===== src/sv/bdq_pkg.sv =====
`timescale 1ns / 1ps
`default_nettype none
// ----------------------------------------------------------------------------
// bdq_pkg
// shared types and constants of the bounded deque with insert and reverse
// ----------------------------------------------------------------------------
package bdq_pkg;

	localparam int unsigned DEPTH_DEF = 16;

	localparam int unsigned OP_W      = 3;
	localparam int unsigned DATA_W    = 32;
	localparam int unsigned POS_W     = 5;
	localparam int unsigned ST_W      = 2;
	localparam int unsigned CNT_OUT_W = 5;

	localparam int unsigned IN_W  = 40;
	localparam int unsigned OUT_W = 40;

	typedef enum logic [OP_W-1:0] {
		OP_PUSH_FRONT = 3'd0,
		OP_PUSH_BACK  = 3'd1,
		OP_POP_FRONT  = 3'd2,
		OP_POP_BACK   = 3'd3,
		OP_INSERT     = 3'd4,
		OP_REVERSE    = 3'd5
	} op_t;

	typedef enum logic [ST_W-1:0] {
		ST_OK     = 2'd0,
		ST_EMPTY  = 2'd1,
		ST_FULL   = 2'd2,
		ST_BADPOS = 2'd3
	} st_t;

	typedef enum logic [2:0] {
		S_IDLE,
		S_EXEC,
		S_POP,
		S_SHIFT,
		S_SHWR,
		S_FIN
	} state_t;

	// logical index select for the address unit
	typedef enum logic [2:0] {
		L_ZERO,
		L_CNT,
		L_CNT_M1,
		L_IDX,
		L_IDX_M1,
		L_PRE
	} lsel_t;

	// head pointer update
	typedef enum logic [1:0] {
		HD_HOLD,
		HD_PRE,
		HD_NXT,
		HD_REV
	} hd_t;

	typedef struct packed {
		logic  load;
		logic  ram_we;
		logic  ram_re;
		logic  wd_rdata;
		lsel_t lsel;
		hd_t   hd;
		logic  cnt_inc;
		logic  cnt_dec;
		logic  idx_load;
		logic  idx_dec;
		logic  set_res;
		st_t   res_st;
		logic  take_pop;
		logic  out_load;
	} cmd_t;

	typedef struct packed {
		op_t  op;
		logic full;
		logic empty;
		logic badpos;
		logic at_idx;
		logic gt1;
		logic out_free;
	} stat_t;

endpackage
`default_nettype wire


===== src/sv/bdq_ram.sv =====
`timescale 1ns / 1ps
`default_nettype none
// ----------------------------------------------------------------------------
// bdq_ram
// generic single write port, single read port ram with registered read
// ----------------------------------------------------------------------------
module bdq_ram #(
	parameter int unsigned WIDTH = 32,
	parameter int unsigned DEPTH = 16,
	localparam int unsigned AW = (DEPTH > 1) ? $clog2(DEPTH) : 1
) (
	input  wire logic             clk,
	input  wire logic             we,
	input  wire logic [AW-1:0]    waddr,
	input  wire logic [WIDTH-1:0] wdata,
	input  wire logic             re,
	input  wire logic [AW-1:0]    raddr,
	output logic      [WIDTH-1:0] rdata
);

	logic [WIDTH-1:0] mem_q [DEPTH];

	always_ff @(posedge clk) begin
		if (we) begin
			mem_q[waddr] <= wdata;
		end
		if (re) begin
			rdata <= mem_q[raddr];
		end
	end

endmodule
`default_nettype wire


===== src/sv/bdq_dp.sv =====
`timescale 1ns / 1ps
`default_nettype none
// ----------------------------------------------------------------------------
// bdq_dp
// datapath: circular word store with head pointer and direction flag,
// count, shift index, result and output registers
// ----------------------------------------------------------------------------
module bdq_dp #(
	parameter int unsigned DEPTH = bdq_pkg::DEPTH_DEF
) (
	input  wire logic                       clk,
	input  wire logic                       arst_n,
	input  wire logic [bdq_pkg::IN_W-1:0]   s_tdata,
	input  wire bdq_pkg::cmd_t              cmd,
	output bdq_pkg::stat_t                  stat,
	input  wire logic                       m_tready,
	output logic                            m_tvalid,
	output logic      [bdq_pkg::OUT_W-1:0]  m_tdata
);

	import bdq_pkg::*;

	localparam int unsigned AW = (DEPTH > 1) ? $clog2(DEPTH) : 1;
	localparam int unsigned CW = $clog2(DEPTH + 1);
	localparam int unsigned PW = (CW > POS_W) ? CW : POS_W;
	localparam int unsigned SW = AW + 2;
	localparam logic [AW-1:0] LAST = AW'(DEPTH - 1);

	op_t               op_q;
	logic [DATA_W-1:0] val_q;
	logic [POS_W-1:0]  pos_q;
	logic [AW-1:0]     head_q;
	logic              dir_q;
	logic [CW-1:0]     cnt_q;
	logic [CW-1:0]     idx_q;
	logic [DATA_W-1:0] res_val_q;
	st_t               res_st_q;
	logic              m_tvalid_q;
	logic [OUT_W-1:0]  m_tdata_q;

	logic [CW-1:0]     lidx;
	logic [SW-1:0]     sum;
	logic [SW-1:0]     diff;
	logic [AW-1:0]     phys;
	logic [AW-1:0]     head_inc;
	logic [AW-1:0]     head_dec;
	logic [AW-1:0]     front_pre;
	logic [AW-1:0]     front_nxt;
	logic [AW-1:0]     addr;
	logic [DATA_W-1:0] rdata;
	logic [DATA_W-1:0] wdata;
	logic [PW-1:0]     at_pw;

	// logical to physical index
	always_comb begin
		case (cmd.lsel)
			L_CNT:    lidx = cnt_q;
			L_CNT_M1: lidx = cnt_q - CW'(1);
			L_IDX:    lidx = idx_q;
			L_IDX_M1: lidx = idx_q - CW'(1);
			default:  lidx = '0;
		endcase
		sum = SW'(head_q) + SW'(lidx);
		if (sum >= SW'(DEPTH)) begin
			sum = sum - SW'(DEPTH);
		end
		diff = SW'(head_q) - SW'(lidx);
		if (SW'(head_q) < SW'(lidx)) begin
			diff = diff + SW'(DEPTH);
		end
		phys = dir_q ? AW'(diff) : AW'(sum);
	end

	assign head_inc  = (head_q == LAST) ? '0 : head_q + AW'(1);
	assign head_dec  = (head_q == '0) ? LAST : head_q - AW'(1);
	assign front_pre = dir_q ? head_inc : head_dec;
	assign front_nxt = dir_q ? head_dec : head_inc;
	assign addr      = (cmd.lsel == L_PRE) ? front_pre : phys;
	assign wdata     = cmd.wd_rdata ? rdata : val_q;

	bdq_ram #(
		.WIDTH (DATA_W),
		.DEPTH (DEPTH)
	) u_ram (
		.clk   (clk),
		.we    (cmd.ram_we),
		.waddr (addr),
		.wdata (wdata),
		.re    (cmd.ram_re),
		.raddr (addr),
		.rdata (rdata)
	);

	assign at_pw = (pos_q == '0) ? PW'(1) : PW'(pos_q);

	always_comb begin
		stat.op       = op_q;
		stat.full     = (cnt_q == CW'(DEPTH));
		stat.empty    = (cnt_q == '0);
		stat.badpos   = (cnt_q == '0) || (PW'(pos_q) > PW'(cnt_q));
		stat.at_idx   = (PW'(idx_q) == at_pw);
		stat.gt1      = (cnt_q > CW'(1));
		stat.out_free = !m_tvalid_q || m_tready;
	end

	// input beat capture
	always_ff @(posedge clk) begin
		if (cmd.load) begin
			op_q  <= op_t'(s_tdata[2:0]);
			val_q <= s_tdata[34:3];
			pos_q <= s_tdata[39:35];
		end
	end

	always_ff @(posedge clk or negedge arst_n) begin
		if (!arst_n) begin
			head_q <= '0;
			dir_q  <= 1'b0;
			cnt_q  <= '0;
		end else begin
			case (cmd.hd)
				HD_PRE:  head_q <= front_pre;
				HD_NXT:  head_q <= front_nxt;
				HD_REV: begin
					head_q <= addr;
					dir_q  <= ~dir_q;
				end
				default: ;
			endcase
			if (cmd.cnt_inc) begin
				cnt_q <= cnt_q + CW'(1);
			end else if (cmd.cnt_dec) begin
				cnt_q <= cnt_q - CW'(1);
			end
		end
	end

	always_ff @(posedge clk) begin
		if (cmd.idx_load) begin
			idx_q <= cnt_q;
		end else if (cmd.idx_dec) begin
			idx_q <= idx_q - CW'(1);
		end
		if (cmd.set_res) begin
			res_val_q <= '0;
			res_st_q  <= cmd.res_st;
		end else if (cmd.take_pop) begin
			res_val_q <= rdata;
		end
	end

	// output register
	always_ff @(posedge clk or negedge arst_n) begin
		if (!arst_n) begin
			m_tvalid_q <= 1'b0;
		end else if (cmd.out_load) begin
			m_tvalid_q <= 1'b1;
		end else if (m_tready) begin
			m_tvalid_q <= 1'b0;
		end
	end

	always_ff @(posedge clk) begin
		if (cmd.out_load) begin
			m_tdata_q <= {1'b0, CNT_OUT_W'(cnt_q), res_st_q, res_val_q};
		end
	end

	assign m_tvalid = m_tvalid_q;
	assign m_tdata  = m_tdata_q;

endmodule
`default_nettype wire


===== src/sv/bdq_ctrl.sv =====
`timescale 1ns / 1ps
`default_nettype none
// ----------------------------------------------------------------------------
// bdq_ctrl
// controller: sequences one operation at a time over the datapath
// ----------------------------------------------------------------------------
module bdq_ctrl (
	input  wire logic           clk,
	input  wire logic           arst_n,
	input  wire logic           s_tvalid,
	output logic                s_tready,
	input  wire bdq_pkg::stat_t stat,
	output bdq_pkg::cmd_t       cmd
);

	import bdq_pkg::*;

	state_t state_q;
	state_t state_d;

	always_ff @(posedge clk or negedge arst_n) begin
		if (!arst_n) begin
			state_q <= S_IDLE;
		end else begin
			state_q <= state_d;
		end
	end

	always_comb begin
		cmd      = '0;
		state_d  = state_q;
		s_tready = 1'b0;
		case (state_q)
			S_IDLE: begin
				s_tready = 1'b1;
				if (s_tvalid) begin
					cmd.load = 1'b1;
					state_d  = S_EXEC;
				end
			end
			S_EXEC: begin
				state_d     = S_FIN;
				cmd.set_res = 1'b1;
				cmd.res_st  = ST_OK;
				case (stat.op)
					OP_PUSH_FRONT: begin
						if (stat.full) begin
							cmd.res_st = ST_FULL;
						end else begin
							cmd.ram_we  = 1'b1;
							cmd.lsel    = L_PRE;
							cmd.hd      = HD_PRE;
							cmd.cnt_inc = 1'b1;
						end
					end
					OP_PUSH_BACK: begin
						if (stat.full) begin
							cmd.res_st = ST_FULL;
						end else begin
							cmd.ram_we  = 1'b1;
							cmd.lsel    = L_CNT;
							cmd.cnt_inc = 1'b1;
						end
					end
					OP_POP_FRONT: begin
						if (stat.empty) begin
							cmd.res_st = ST_EMPTY;
						end else begin
							cmd.ram_re  = 1'b1;
							cmd.lsel    = L_ZERO;
							cmd.hd      = HD_NXT;
							cmd.cnt_dec = 1'b1;
							state_d     = S_POP;
						end
					end
					OP_POP_BACK: begin
						if (stat.empty) begin
							cmd.res_st = ST_EMPTY;
						end else begin
							cmd.ram_re  = 1'b1;
							cmd.lsel    = L_CNT_M1;
							cmd.cnt_dec = 1'b1;
							state_d     = S_POP;
						end
					end
					OP_INSERT: begin
						if (stat.badpos) begin
							cmd.res_st = ST_BADPOS;
						end else if (stat.full) begin
							cmd.res_st = ST_FULL;
						end else begin
							cmd.idx_load = 1'b1;
							state_d      = S_SHIFT;
						end
					end
					OP_REVERSE: begin
						if (stat.gt1) begin
							cmd.lsel = L_CNT_M1;
							cmd.hd   = HD_REV;
						end
					end
					default: ;
				endcase
			end
			S_POP: begin
				cmd.take_pop = 1'b1;
				state_d      = S_FIN;
			end
			S_SHIFT: begin
				if (stat.at_idx) begin
					cmd.ram_we  = 1'b1;
					cmd.lsel    = L_IDX;
					cmd.cnt_inc = 1'b1;
					state_d     = S_FIN;
				end else begin
					cmd.ram_re = 1'b1;
					cmd.lsel   = L_IDX_M1;
					state_d    = S_SHWR;
				end
			end
			S_SHWR: begin
				cmd.ram_we   = 1'b1;
				cmd.wd_rdata = 1'b1;
				cmd.lsel     = L_IDX;
				cmd.idx_dec  = 1'b1;
				state_d      = S_SHIFT;
			end
			S_FIN: begin
				if (stat.out_free) begin
					cmd.out_load = 1'b1;
					state_d      = S_IDLE;
				end
			end
			default: state_d = S_IDLE;
		endcase
	end

endmodule
`default_nettype wire


===== src/sv/bounded_deque_with_insert_reverse_core.sv =====
`timescale 1ns / 1ps
`default_nettype none
// ----------------------------------------------------------------------------
// bounded_deque_with_insert_reverse_core
// bounded double-ended list of signed words with positional insert and reverse
// ----------------------------------------------------------------------------
// input stream s_*: one beat per command (opcode, value, position)
// output stream m_*: one beat per command (removed value, status, count after)
// words sit in a circular ram with a head pointer and a direction flag, so
// push, pop and reverse touch at most one ram entry
// steps per command from the accept to the load of the result register; the
// result beat and the next accept follow in the cycle after that load:
//   push, reverse, unused opcodes, any error: accept, execute, finish
//   pop: accept, execute with a ram read, take the registered read, finish
//   insert: accept, execute, a read and a write through the single ram port
//   pair per word moved (count - max(position,1) words), new word, finish
// the next command is taken once the current one has left the controller
// a finished result waits in the output register while the next command runs;
// if the receiver still stalls when that command finishes, the controller
// holds and s_tready stays low until the output register is free
// reset empties the list and clears the output valid flag; ram contents are
// left as they are and only entries below the count are ever read
// ----------------------------------------------------------------------------
module bounded_deque_with_insert_reverse_core #(
	parameter int unsigned DEPTH = bdq_pkg::DEPTH_DEF
) (
	input  wire logic                      clk,
	input  wire logic                      arst_n,
	input  wire logic                      s_tvalid,
	output logic                           s_tready,
	// opcode[2:0], value[34:3], position[39:35]
	input  wire logic [bdq_pkg::IN_W-1:0]  s_tdata,
	output logic                           m_tvalid,
	input  wire logic                      m_tready,
	// removed_value[31:0], status[33:32], count_after[38:34], zero[39]
	output logic      [bdq_pkg::OUT_W-1:0] m_tdata
);

	import bdq_pkg::*;

	cmd_t  cmd;
	stat_t stat;

	bdq_ctrl u_ctrl (
		.clk      (clk),
		.arst_n   (arst_n),
		.s_tvalid (s_tvalid),
		.s_tready (s_tready),
		.stat     (stat),
		.cmd      (cmd)
	);

	bdq_dp #(
		.DEPTH (DEPTH)
	) u_dp (
		.clk      (clk),
		.arst_n   (arst_n),
		.s_tdata  (s_tdata),
		.cmd      (cmd),
		.stat     (stat),
		.m_tready (m_tready),
		.m_tvalid (m_tvalid),
		.m_tdata  (m_tdata)
	);

endmodule
`default_nettype wire


===== config.mk =====
export PLATFORM = sky130hd
export DESIGN_NAME = bounded_deque_with_insert_reverse_core
export DESIGN_NICKNAME = d
export VERILOG_FILES = /design/src/sv/bdq_pkg.sv /design/src/sv/bdq_ram.sv /design/src/sv/bdq_dp.sv /design/src/sv/bdq_ctrl.sv /design/src/sv/bounded_deque_with_insert_reverse_core.sv
export SDC_FILE = /design/constraint.sdc
export NUM_CORES = 1
export LEC_CHECK = 0
export BUFFER_PORTS_ARGS = -buffer_cell sky130_fd_sc_hd__buf_2
export CAP_MARGIN = 40
export CORE_MARGIN = 8
export CORE_UTILIZATION = 45
export DETAILED_ROUTE_END_ITERATION = 8
export GPL_ROUTABILITY_DRIVEN = 1
export MAX_ROUTING_LAYER = met4
export SLEW_MARGIN = 10
export SYNTH_ARGS = -nofsm -noshare
export SYNTH_HDL_FRONTEND = slang
export SYNTH_SLANG_ARGS = --single-unit

===== constraint.sdc =====
create_clock -name clk -period 8.18 [get_ports clk]
set_input_delay 0.409 -clock clk [delete_from_list [all_inputs] [get_ports clk]]
set_output_delay 0.409 -clock clk [all_outputs]
set_load 0.005 [all_outputs]

# After elaboration in Yosys (flattened, before gate mapping)
# Memory sizes are Yosys's and may differ from the RTL's. A register that Yosys moved wholly into a read port is not among the register bits.
# Index checks and enable logic that the tools add are counted.
dict set report op_classes {
  add_sub_neg 9
  mux 63
  reduce_logical 15
  eq_ne 23
  bitwise_logic 1
  magnitude_cmp 4
}
# cell n
set op_table {}
lappend op_table {{$mux 4} 9}
lappend op_table {{$mux 32} 1}
lappend op_table {{$mux 5} 5}
lappend op_table {{$mux 1} 22}
lappend op_table {{$mux 3} 7}
lappend op_table {{$pmux 5 s4} 1}
lappend op_table {{$eq 3x2->1 const B} 6}
lappend op_table {{$eq 3x3->1 const B} 6}
lappend op_table {{$pmux 3 s6} 1}
lappend op_table {{$pmux 3 s5} 1}
lappend op_table {{$mux 2} 6}
lappend op_table {{$pmux 2 s3} 2}
lappend op_table {{$pmux 4 s3} 1}
lappend op_table {{$logic_not 5->1} 2}
lappend op_table {{$sub 5x1->5 const B} 2}
lappend op_table {{$eq 3x1->1 const B} 3}
lappend op_table {{$pmux 3 s3} 1}
lappend op_table {{$add 4x1->4 const B} 2}
lappend op_table {{$sub 4x1->4 const B} 2}
lappend op_table {{$add 4x5->6} 1}
lappend op_table {{$ge 6x5->1 const B} 1}
lappend op_table {{$logic_not 3->1} 2}
lappend op_table {{$mux 6} 1}
lappend op_table {{$pmux 1 s2} 3}
lappend op_table {{other kinds (21)} 27}
dict set report word_totals {
  memories 1
  word_cells 128
  ramBits 512
  reg_bits 132
  input_bits 44
}
# memory depth word_bits read_ports rd_clocked_by_memory_dff wr line
set mem_list {}
lappend mem_list {u_dp.u_ram.mem_q 16 32 1 1 1 bdq_ram.sv:21} ;# logic [WIDTH-1:0] mem_q [DEPTH];

# Longest topological paths before layout
# Gate-level depths: netlist of the first run.
dict set report logic_depth {
  depth_word 13
  mapped_depth 22
  depth_no_buf 20
}

# Modules after synthesis
# From an unflattened synthesis of the first run, not the netlist that was laid out.
dict set report hier_totals {
  hier_cells 1327
  area_unflattened_um2 26300.2
}
# mod cells_each n_inst area_each_um2
set modules_own_cells {}
lappend modules_own_cells {bdq_ram 838 1 20155.6}
lappend modules_own_cells {bdq_dp 431 1 5729.2}
lappend modules_own_cells {bdq_ctrl 58 1 415.4}

# Worst setup path after synthesis of the first run
# OpenSTA, ideal clock, no wires.
dict set report synth_path {
  path_type {register -> register}
  start {register u_dp.cnt_q[0]}
  end {memory u_dp.u_ram.mem_q[12][0] (enable)}
  arrival_time_ns 5.913
  period_less_slack_ns 6.375
  path_buffers 0
  slack_ns 1.805
  stages_incl_launch_ff 20
  cell_sequence {dfrtp_1 inv_1 ha_1 nor3b_2 a2111oi_2 nand2_1 o221ai_1 a21oi_1 ha_1 nor2_1 a21oi_1 inv_1 ha_1 a21o_1 a21oi_1 xor2_1 xnor2_2 mux2i_2 o21ai_0 nor3_1}
}
dict set report synth_via {
  elab_chain_len 11
}
# item line
set synth_lines {}
lappend synth_lines {{start, declared} bdq_dp.sv:34} ;# logic [CW-1:0] cnt_q;
lappend synth_lines {{start signal, assigned} bdq_dp.sv:131} ;# cnt_q <= cnt_q + CW'(1);
lappend synth_lines {{start signal, assigned} bdq_dp.sv:133} ;# cnt_q <= cnt_q - CW'(1);
lappend synth_lines {{$gt 5x1->1 (tied with other cells)} bdq_dp.sv:102} ;# stat.gt1 = (cnt_q > CW'(1));
lappend synth_lines {{$mux 4 (tied with other cells)} bdq_ctrl.sv:97} ;# if (stat.gt1) begin
lappend synth_lines {{$pmux 3 s5} bdq_ctrl.sv:45} ;# case (stat.op)
lappend synth_lines {{$pmux 3 s3} bdq_ctrl.sv:33} ;# case (state_q)
lappend synth_lines {{$eq 3x3->1 (tied with other cells)} bdq_dp.sv:56} ;# case (cmd.lsel)
lappend synth_lines {{$pmux 5 s4} bdq_dp.sv:56}
lappend synth_lines {{$add 4x5->6 or $sub 4x4->4 (tied branches)} {bdq_dp.sv:63, bdq_dp.sv:67}}
lappend synth_lines {{$ge 6x5->1 (tied with other cells)} bdq_dp.sv:64} ;# if (sum >= SW'(DEPTH)) begin
lappend synth_lines {{$mux 4 (on tied branches)} {bdq_dp.sv:64, bdq_dp.sv:68}}
lappend synth_lines {{$mux 4} bdq_dp.sv:71} ;# phys = dir_q ? AW'(diff) : AW'(sum);
lappend synth_lines {{$mux 4} bdq_dp.sv:78} ;# assign addr = (cmd.lsel == L_PRE) ? front_pre : phys;
lappend synth_lines {{end, declared} bdq_ram.sv:21}
# Several ways; a longest one is shown, not always the timed one.

# Worst setup path in the final report of the first run
dict set report layout_path {
  start {register u_dp.cnt_q[1]}
  end {memory u_dp.u_ram.mem_q[0][2] (enable)}
}
# Same word-level chain as after synthesis.

==> results of run 1 <==
kinds of logic (layout without fill, tap and decap cells):
group / after synthesis / in the layout
other: 1 / 1
muxes: 100 / 100
and+or+nand+nor: 662 / 662
DFF: 676 / 676
adders and majority gates: 17 / 17
AOI/OAI and AO/OA: 372 / 372
buffers and inverters: 144 / 310
xor gates and xnor gates: 20 / 20
critical path, cell delays in order (launching register included):
cell and delay (ps):
dfrtp_1 510, inv_1 180, ha_1 220, o21bai_1 170
a21oi_1 450, nor2_1 100, o31ai_1 220, a211oi_1 150
ha_1 330, nor2_1 40, a21oi_1 210, inv_1 80
ha_1 270, a21o_1 150, a21oi_1 170, xor2_1 250
xnor2_2 110, a31o_1 290, nor2_4 100, buf_4 430
nand2_2 260, nor3_4 520, buf_4 450
routing by layer:
layer / share of wire [%] / vias to the layer above / routed length, microns / track usage [%]
li1: - / 7642 / - / -
met1: 46 / 8100 / 29100 / 25.6
met2: 47 / 443 / 29400 / 28.1
met3: 5.3 / 79 / 3330 / 2.62
met4: 2.0 / 0 / 1230 / 5.40
met5: 0 / - / 0 / -
metrics by stage:
| step | cells | utilization (%) | hold slack, ps | area [sq um] |
|---|---|---|---|---|
| after floorplan | 1992 | - | 113 | 27500 |
| after global placement | 2760 | 47.6 | 333 | 28700 |
| after detailed placement | 2771 | 48.0 | 337 | 29000 |
| after CTS | 2940 | 52.4 | 174 | 31600 |
| after global routing | 2940 | 52.4 | 246 | 31600 |
| final | 2940 | 52.4 | 190 | 31600 |
layout by cell type, fill, tap and decap left out, types with 7 or more instances in the layout:
master         count
a211oi_1         129
a21oi_1           50
a31oi_1          133
and2_0            35
and2_1            93
buf_12             7
buf_2             85
buf_4             26
clkbuf_1          18
clkbuf_16         73
clkinv_1          15
clkinv_2           9
dfrtp_1           14
dfxtp_1           32
dlygate4sd3_1     41
edfxtp_1         630
ha_1              16
inv_1             17
mux2i_1           98
nand2_1          441
nand3_1            9
nor2_1            28
nor2_4             9
o21ai_0           21
xnor2_1           15
sequential cells by signal (all words and copies together) (netlist names):
register          flops
u_ctrl.state_q        3
u_dp.cnt_q            5
u_dp.dir_q            1
u_dp.head_q           4
u_dp.idx_q            5
u_dp.m_tdata         39
u_dp.m_tvalid         1
u_dp.op_q             3
u_dp.pos_q            5
u_dp.res_st_q         2
u_dp.res_val_q       32
u_dp.u_ram.mem_q    512
u_dp.u_ram.rdata     32
u_dp.val_q           32
how the worst max path moves through the flow:
stage | from | endpoint | slack (ps) | cells after the start
2_1_floorplan | u_dp.cnt_q[0] | u_dp.u_ram.mem_q[12][0] | 1810 | 19
3_3_place_gp | u_dp.cnt_q[0] | u_dp.u_ram.mem_q[3][4] | 2160 | 21
3_5_place_dp | u_dp.cnt_q[1] | u_dp.u_ram.mem_q[0][11] | 2200 | 22
4_1_cts | u_dp.cnt_q[1] | u_dp.u_ram.mem_q[0][2] | 2160 | 22
5_1_grt | u_dp.cnt_q[1] | u_dp.u_ram.mem_q[0][2] | 1740 | 21
6_report | u_dp.cnt_q[1] | u_dp.u_ram.mem_q[0][2] | 2150 | 22
repair_timing:
item | CTS | global route
hold endpoints to repair | 54 | 0
hold buffers | 41 | 0
endpoints found under the setup margin | 0 | 0
final cells by class:
class	instances	area, sq um
Timing Repair Buffer	164	1310
Fill cell	4935	28700
Multi-Input combinational cell	1172	7110
Tap cell	782	978
Clock buffer	91	1890
Clock inverter	37	378
Sequential cell	676	19900
Inverter	18	67.6
==> impl_metrics.env, run 1 <==
export IMPL_outcome="finished, final reports clean"
export IMPL_synth_flop_cell="edfxtp_1"
export IMPL_whs_endpoint="u_dp.m_tvalid"
export IMPL_vias=16300
export IMPL_reg2reg_depth=22
export IMPL_cp_required_ps=8430
export IMPL_die_w_microns=263
export IMPL_crit_path_end_kind="register"
export IMPL_synth_edff_count=630
export IMPL_yosysTopAreaCell="edfxtp_1"
export IMPL_dr_pass1_iters=6
export IMPL_synth_seq_cells=676
export IMPL_rsz0062_at_grt="no"
export IMPL_synth_common_cells="630 x edfxtp_1, 442 x nand2_1, 133 x a31oi_1"
export IMPL_crit_type="reg -> reg"
export IMPL_fmax_mhz=166
export IMPL_antenna_found_initial=1
export IMPL_routed_via_density=5.53
export IMPL_min_from="m_tready"
export IMPL_syn_area_sq_um=27500
export IMPL_finalCriticalPeriod_ps=6030
export IMPL_num_rows=90
export IMPL_whs_path_depth=3
export IMPL_timing_rr_end="u_dp.u_ram.mem_q[0][2]"
export IMPL_r2r_slack_ps=2150
export IMPL_muxShareOfSynthArea_pct=3.66
export IMPL_postCtsSetupBuffers=0
export IMPL_synth_top_family_by_area="simple AND/OR/NAND/NOR gates"
export IMPL_synth_adder_area_share_pct=0.800
export IMPL_setup_ws_ps=2150
export IMPL_place_ws_ps=2200
export IMPL_grt_pass1_wl_microns=96700
export IMPL_finalSetupTns_ps=0
export IMPL_startpoint_type="register"
export IMPL_n_antenna_cell=0
export IMPL_cts_sinks=676
export IMPL_synth_compound_area_share_pct=9.02
export IMPL_wl_per_cell_microns=21.4
export IMPL_yosys_cell_count_top_type="edfxtp_1"
export IMPL_cts_resized=0
export IMPL_skew_ps=21.7
export IMPL_grt_max_degree=226
export IMPL_hp_class="in -> reg"
export IMPL_netlist_top_cells_area="edfxtp_1 69%, nand2_1 6.0%, mux2i_1 3.6%, a211oi_1 3.5%, a31oi_1 3.0%"
export IMPL_pin_count=86
export IMPL_worst_slew_pin_slew_ps=1160
export IMPL_grt_pass1_vias=15900
export IMPL_synth_async_reset_ratio_pct=2.07
export IMPL_netlist_instances=1992
export IMPL_finalSetupViolations=0
export IMPL_start_util_pct=45.6
export IMPL_slew_headroom_pct=22.6
export IMPL_synthXorXnorAreaFrac_pct=0.664
export IMPL_track_usage_pct=18.4
export IMPL_root_buffer="clkbuf_16"
export IMPL_cts_clk_slew_worst_paths_ps=60
export IMPL_dpl_hpwl_microns=37300
export IMPL_core_sq_um=60400
export IMPL_grt_ovfl_total=0
export IMPL_yosysUniqueCellTypes=73
export IMPL_worstPathArrival_ps=6280
export IMPL_crit_fanout=27
export IMPL_syn_area_per_cell_sq_um=13.8
export IMPL_r2r_start="u_dp.cnt_q[1]"
export IMPL_min_period_over_period_pct=73.7
export IMPL_worstSkewPairLatency_ps=610
export IMPL_ant_nets=0
export IMPL_dieArea_sq_um=69300
export IMPL_drive_gt1_share_pct=12.3
export IMPL_wl_microns=63100
export IMPL_dieHeight_microns=263
export IMPL_synthesis_nets=2053
export IMPL_routabilityCongestion=0.842
export IMPL_nNetsFinal=2164
export IMPL_port_buffers=84
export IMPL_ys_warn_count=0
export IMPL_maxCapViolCount=0
export IMPL_netlist_area_leader_share_pct=68.7
export IMPL_cts_tree="done"
export IMPL_finalHoldViolations=0
export IMPL_cts_buffers=71
export IMPL_synth_seq_area_share_pct=72.3
export IMPL_drc=0
export IMPL_drtIter0Drc=1381
export IMPL_drv_slew=0
export IMPL_synthToLayoutAreaGrowth_pct=15.0
export IMPL_synth_simple_gate_area_share_pct=11.0
export IMPL_htreeDepth=3
export IMPL_clockBufferDepth=3
Power of run 1 is not shown: default switching activity piles up to over one toggle a cycle in this logic, so the estimate is an artifact.
==> run 2, diff against run 1 <==
- clock period: 8.18 -> 5.5 ns (I/O delays scaled with it)
==> run 2 against run 1 <==
Against the previous run: non-clock buffer count is 22 higher; core utilization up 0.37 points; worst hold slack got worse by 78 ps; register-to-register slack lost 1700 ps; highest routed layer unchanged.
==> impl_metrics.env, run 2 (synthesis results as in run 1) <==
export IMPL_routed_via_density=5.60
export IMPL_htreeDepth=3
export IMPL_largest_reg_flops=512
export IMPL_startpoint="u_dp.cnt_q[0]"
export IMPL_finalCriticalPeriod_ps=5050
export IMPL_worst_slew_pin_slew_ps=864
export IMPL_postCtsSetupBuffers=0
export IMPL_wl_per_cell_microns=22.5
export IMPL_drv_slew=0
export IMPL_track_usage_pct=19.3
export IMPL_ant_nets=0
export IMPL_core_sq_um=60400
export IMPL_finalHoldViolations=0
export IMPL_top_register="u_dp.u_ram.mem_q"
export IMPL_clockBufferDepth=3
export IMPL_grt_ovfl_total=0
export IMPL_r2r_slack_ps=450
export IMPL_pin_count=86
export IMPL_routabilityCongestion=0.811
export IMPL_regArea_sq_um=19900
export IMPL_min_period_over_period_pct=91.8
export IMPL_crit_fanout=22
export IMPL_r2r_start="u_dp.cnt_q[0]"
export IMPL_cp_required_ps=5750
export IMPL_startpoint_type="register"
export IMPL_worstPathArrival_ps=5300
export IMPL_port_buffers=84
export IMPL_cts_resized=0
export IMPL_timing_rr_end="u_dp.u_ram.mem_q[3][19]"
export IMPL_n_antenna_cell=0
export IMPL_dieArea_sq_um=69300
export IMPL_finalSetupViolations=0
export IMPL_vias=16600
export IMPL_dr_pass1_iters=5
export IMPL_fmax_mhz=198
export IMPL_multi_input_area_sq_um=7120
export IMPL_cts_buffers=73
export IMPL_maxCapViolCount=0
export IMPL_cts_clk_slew_worst_paths_ps=60
export IMPL_drc=0
export IMPL_dpl_hpwl_microns=37900
export IMPL_grt_pass1_vias=16200
export IMPL_drtIter0Drc=1554
export IMPL_start_util_pct=45.6
export IMPL_hp_class="in -> async"
export IMPL_fillerInstances=4981
export IMPL_reg2reg_depth=21
export IMPL_grt_max_degree=154
export IMPL_crit_type="reg -> reg"
export IMPL_slew_headroom_pct=42.4
export IMPL_grt_pass1_wl_microns=101000
export IMPL_worstSkewPairLatency_ps=630
export IMPL_skew_ps=19.5
export IMPL_cts_tree="done"
export IMPL_die_w_microns=263
export IMPL_cts_sinks=676
export IMPL_num_rows=90
export IMPL_root_buffer="clkbuf_16"
export IMPL_dieHeight_microns=263
export IMPL_rsz0062_at_grt="no"
export IMPL_cts_hold_repair_buffers=42
export IMPL_utilization_pct=52.8
export IMPL_nNetsFinal=2188
export IMPL_layout_common_cells="630 x edfxtp_1, 441 x nand2_1, 133 x a31oi_1"
export IMPL_drive_gt1_share_pct=13.3
export IMPL_final_common_cell="edfxtp_1"
export IMPL_crit_path_end_kind="register"
export IMPL_wl_microns=66700
export IMPL_antenna_found_initial=1
export IMPL_outcome="finished, final reports clean"
export IMPL_synthToLayoutAreaGrowth_pct=15.8
==> run 2: cell types whose count changed in the layout (fill, tap and decap cells not counted), sizes merged, moves of 3 or more <==
cell      before  now
buf          123  144
clkbuf        91   98
clkinv        29   22
clkinvlp       0    4
bufinv         6    3
==> run 2: per-stage QoR <==
step | hold slack, ps | instance area [sq um] | std cells | setup TNS, ps | setup WS, ps
after floorplan | -20.6 | 27600 | 1992 | -59570 | -874
final | 112 | 31900 | 2964 | 0 | 453
after detailed placement | 210 | 29100 | 2791 | 0 | 324
after CTS | 85.4 | 31900 | 2963 | 0 | 305
after global placement | 206 | 29100 | 2789 | 0 | 298
after global routing | 123 | 31900 | 2964 | 0 | 107
==> run 2: cell type report <==
| cell class | instances | share of cell area [%] |
|---|---|---|
| Sequential cell | 676 | 62.5 |
| Multi-Input combinational cell | 1172 | 22.3 |
| Clock buffer | 98 | 6.25 |
| Timing Repair Buffer | 186 | 4.65 |
| Clock inverter | 32 | 1.01 |
| Tap cell | 782 | 3.07 |
| Inverter | 18 | 0.212 |
==> run 2: worst max-delay path, stage by stage (launching register included) <==
cell and delay (ps):
dfrtp_1 370, buf_4 180, ha_1 190, o21bai_1 160
a21oi_1 410, nor2_1 100, o31ai_1 230, a211oi_1 140
ha_1 320, nor2_1 40, a21oi_1 220, inv_1 70
ha_1 280, a21o_1 160, a21oi_1 160, xor2_1 250
xnor2_2 110, a31o_1 310, nor2_4 180, nand2_2 170
nor2_4 140, buf_4 460
==> run 2: worst max-delay path by stage <==
stage,to,cells past startpoint
detailed placement,u_dp.u_ram.mem_q[10][11],20
floorplan,u_dp.u_ram.mem_q[12][0],19
finish,u_dp.u_ram.mem_q[3][19],21
global placement,u_dp.u_ram.mem_q[10][11],20
CTS,u_dp.u_ram.mem_q[10][28],20
global route,u_dp.u_ram.rdata[14],19
==> run 2: metal layers <==
layer / GRT usage, % / vias to the layer above / share of wire [%]
met1: 26.7 / 8316 / 46
li1: - / 7679 / -
met5: - / - / 0
met4: 4.47 / 0 / 1.7
met3: 3.61 / 87 / 6.2
met2: 29.6 / 514 / 46
Power of run 2 is left out for the same reason.
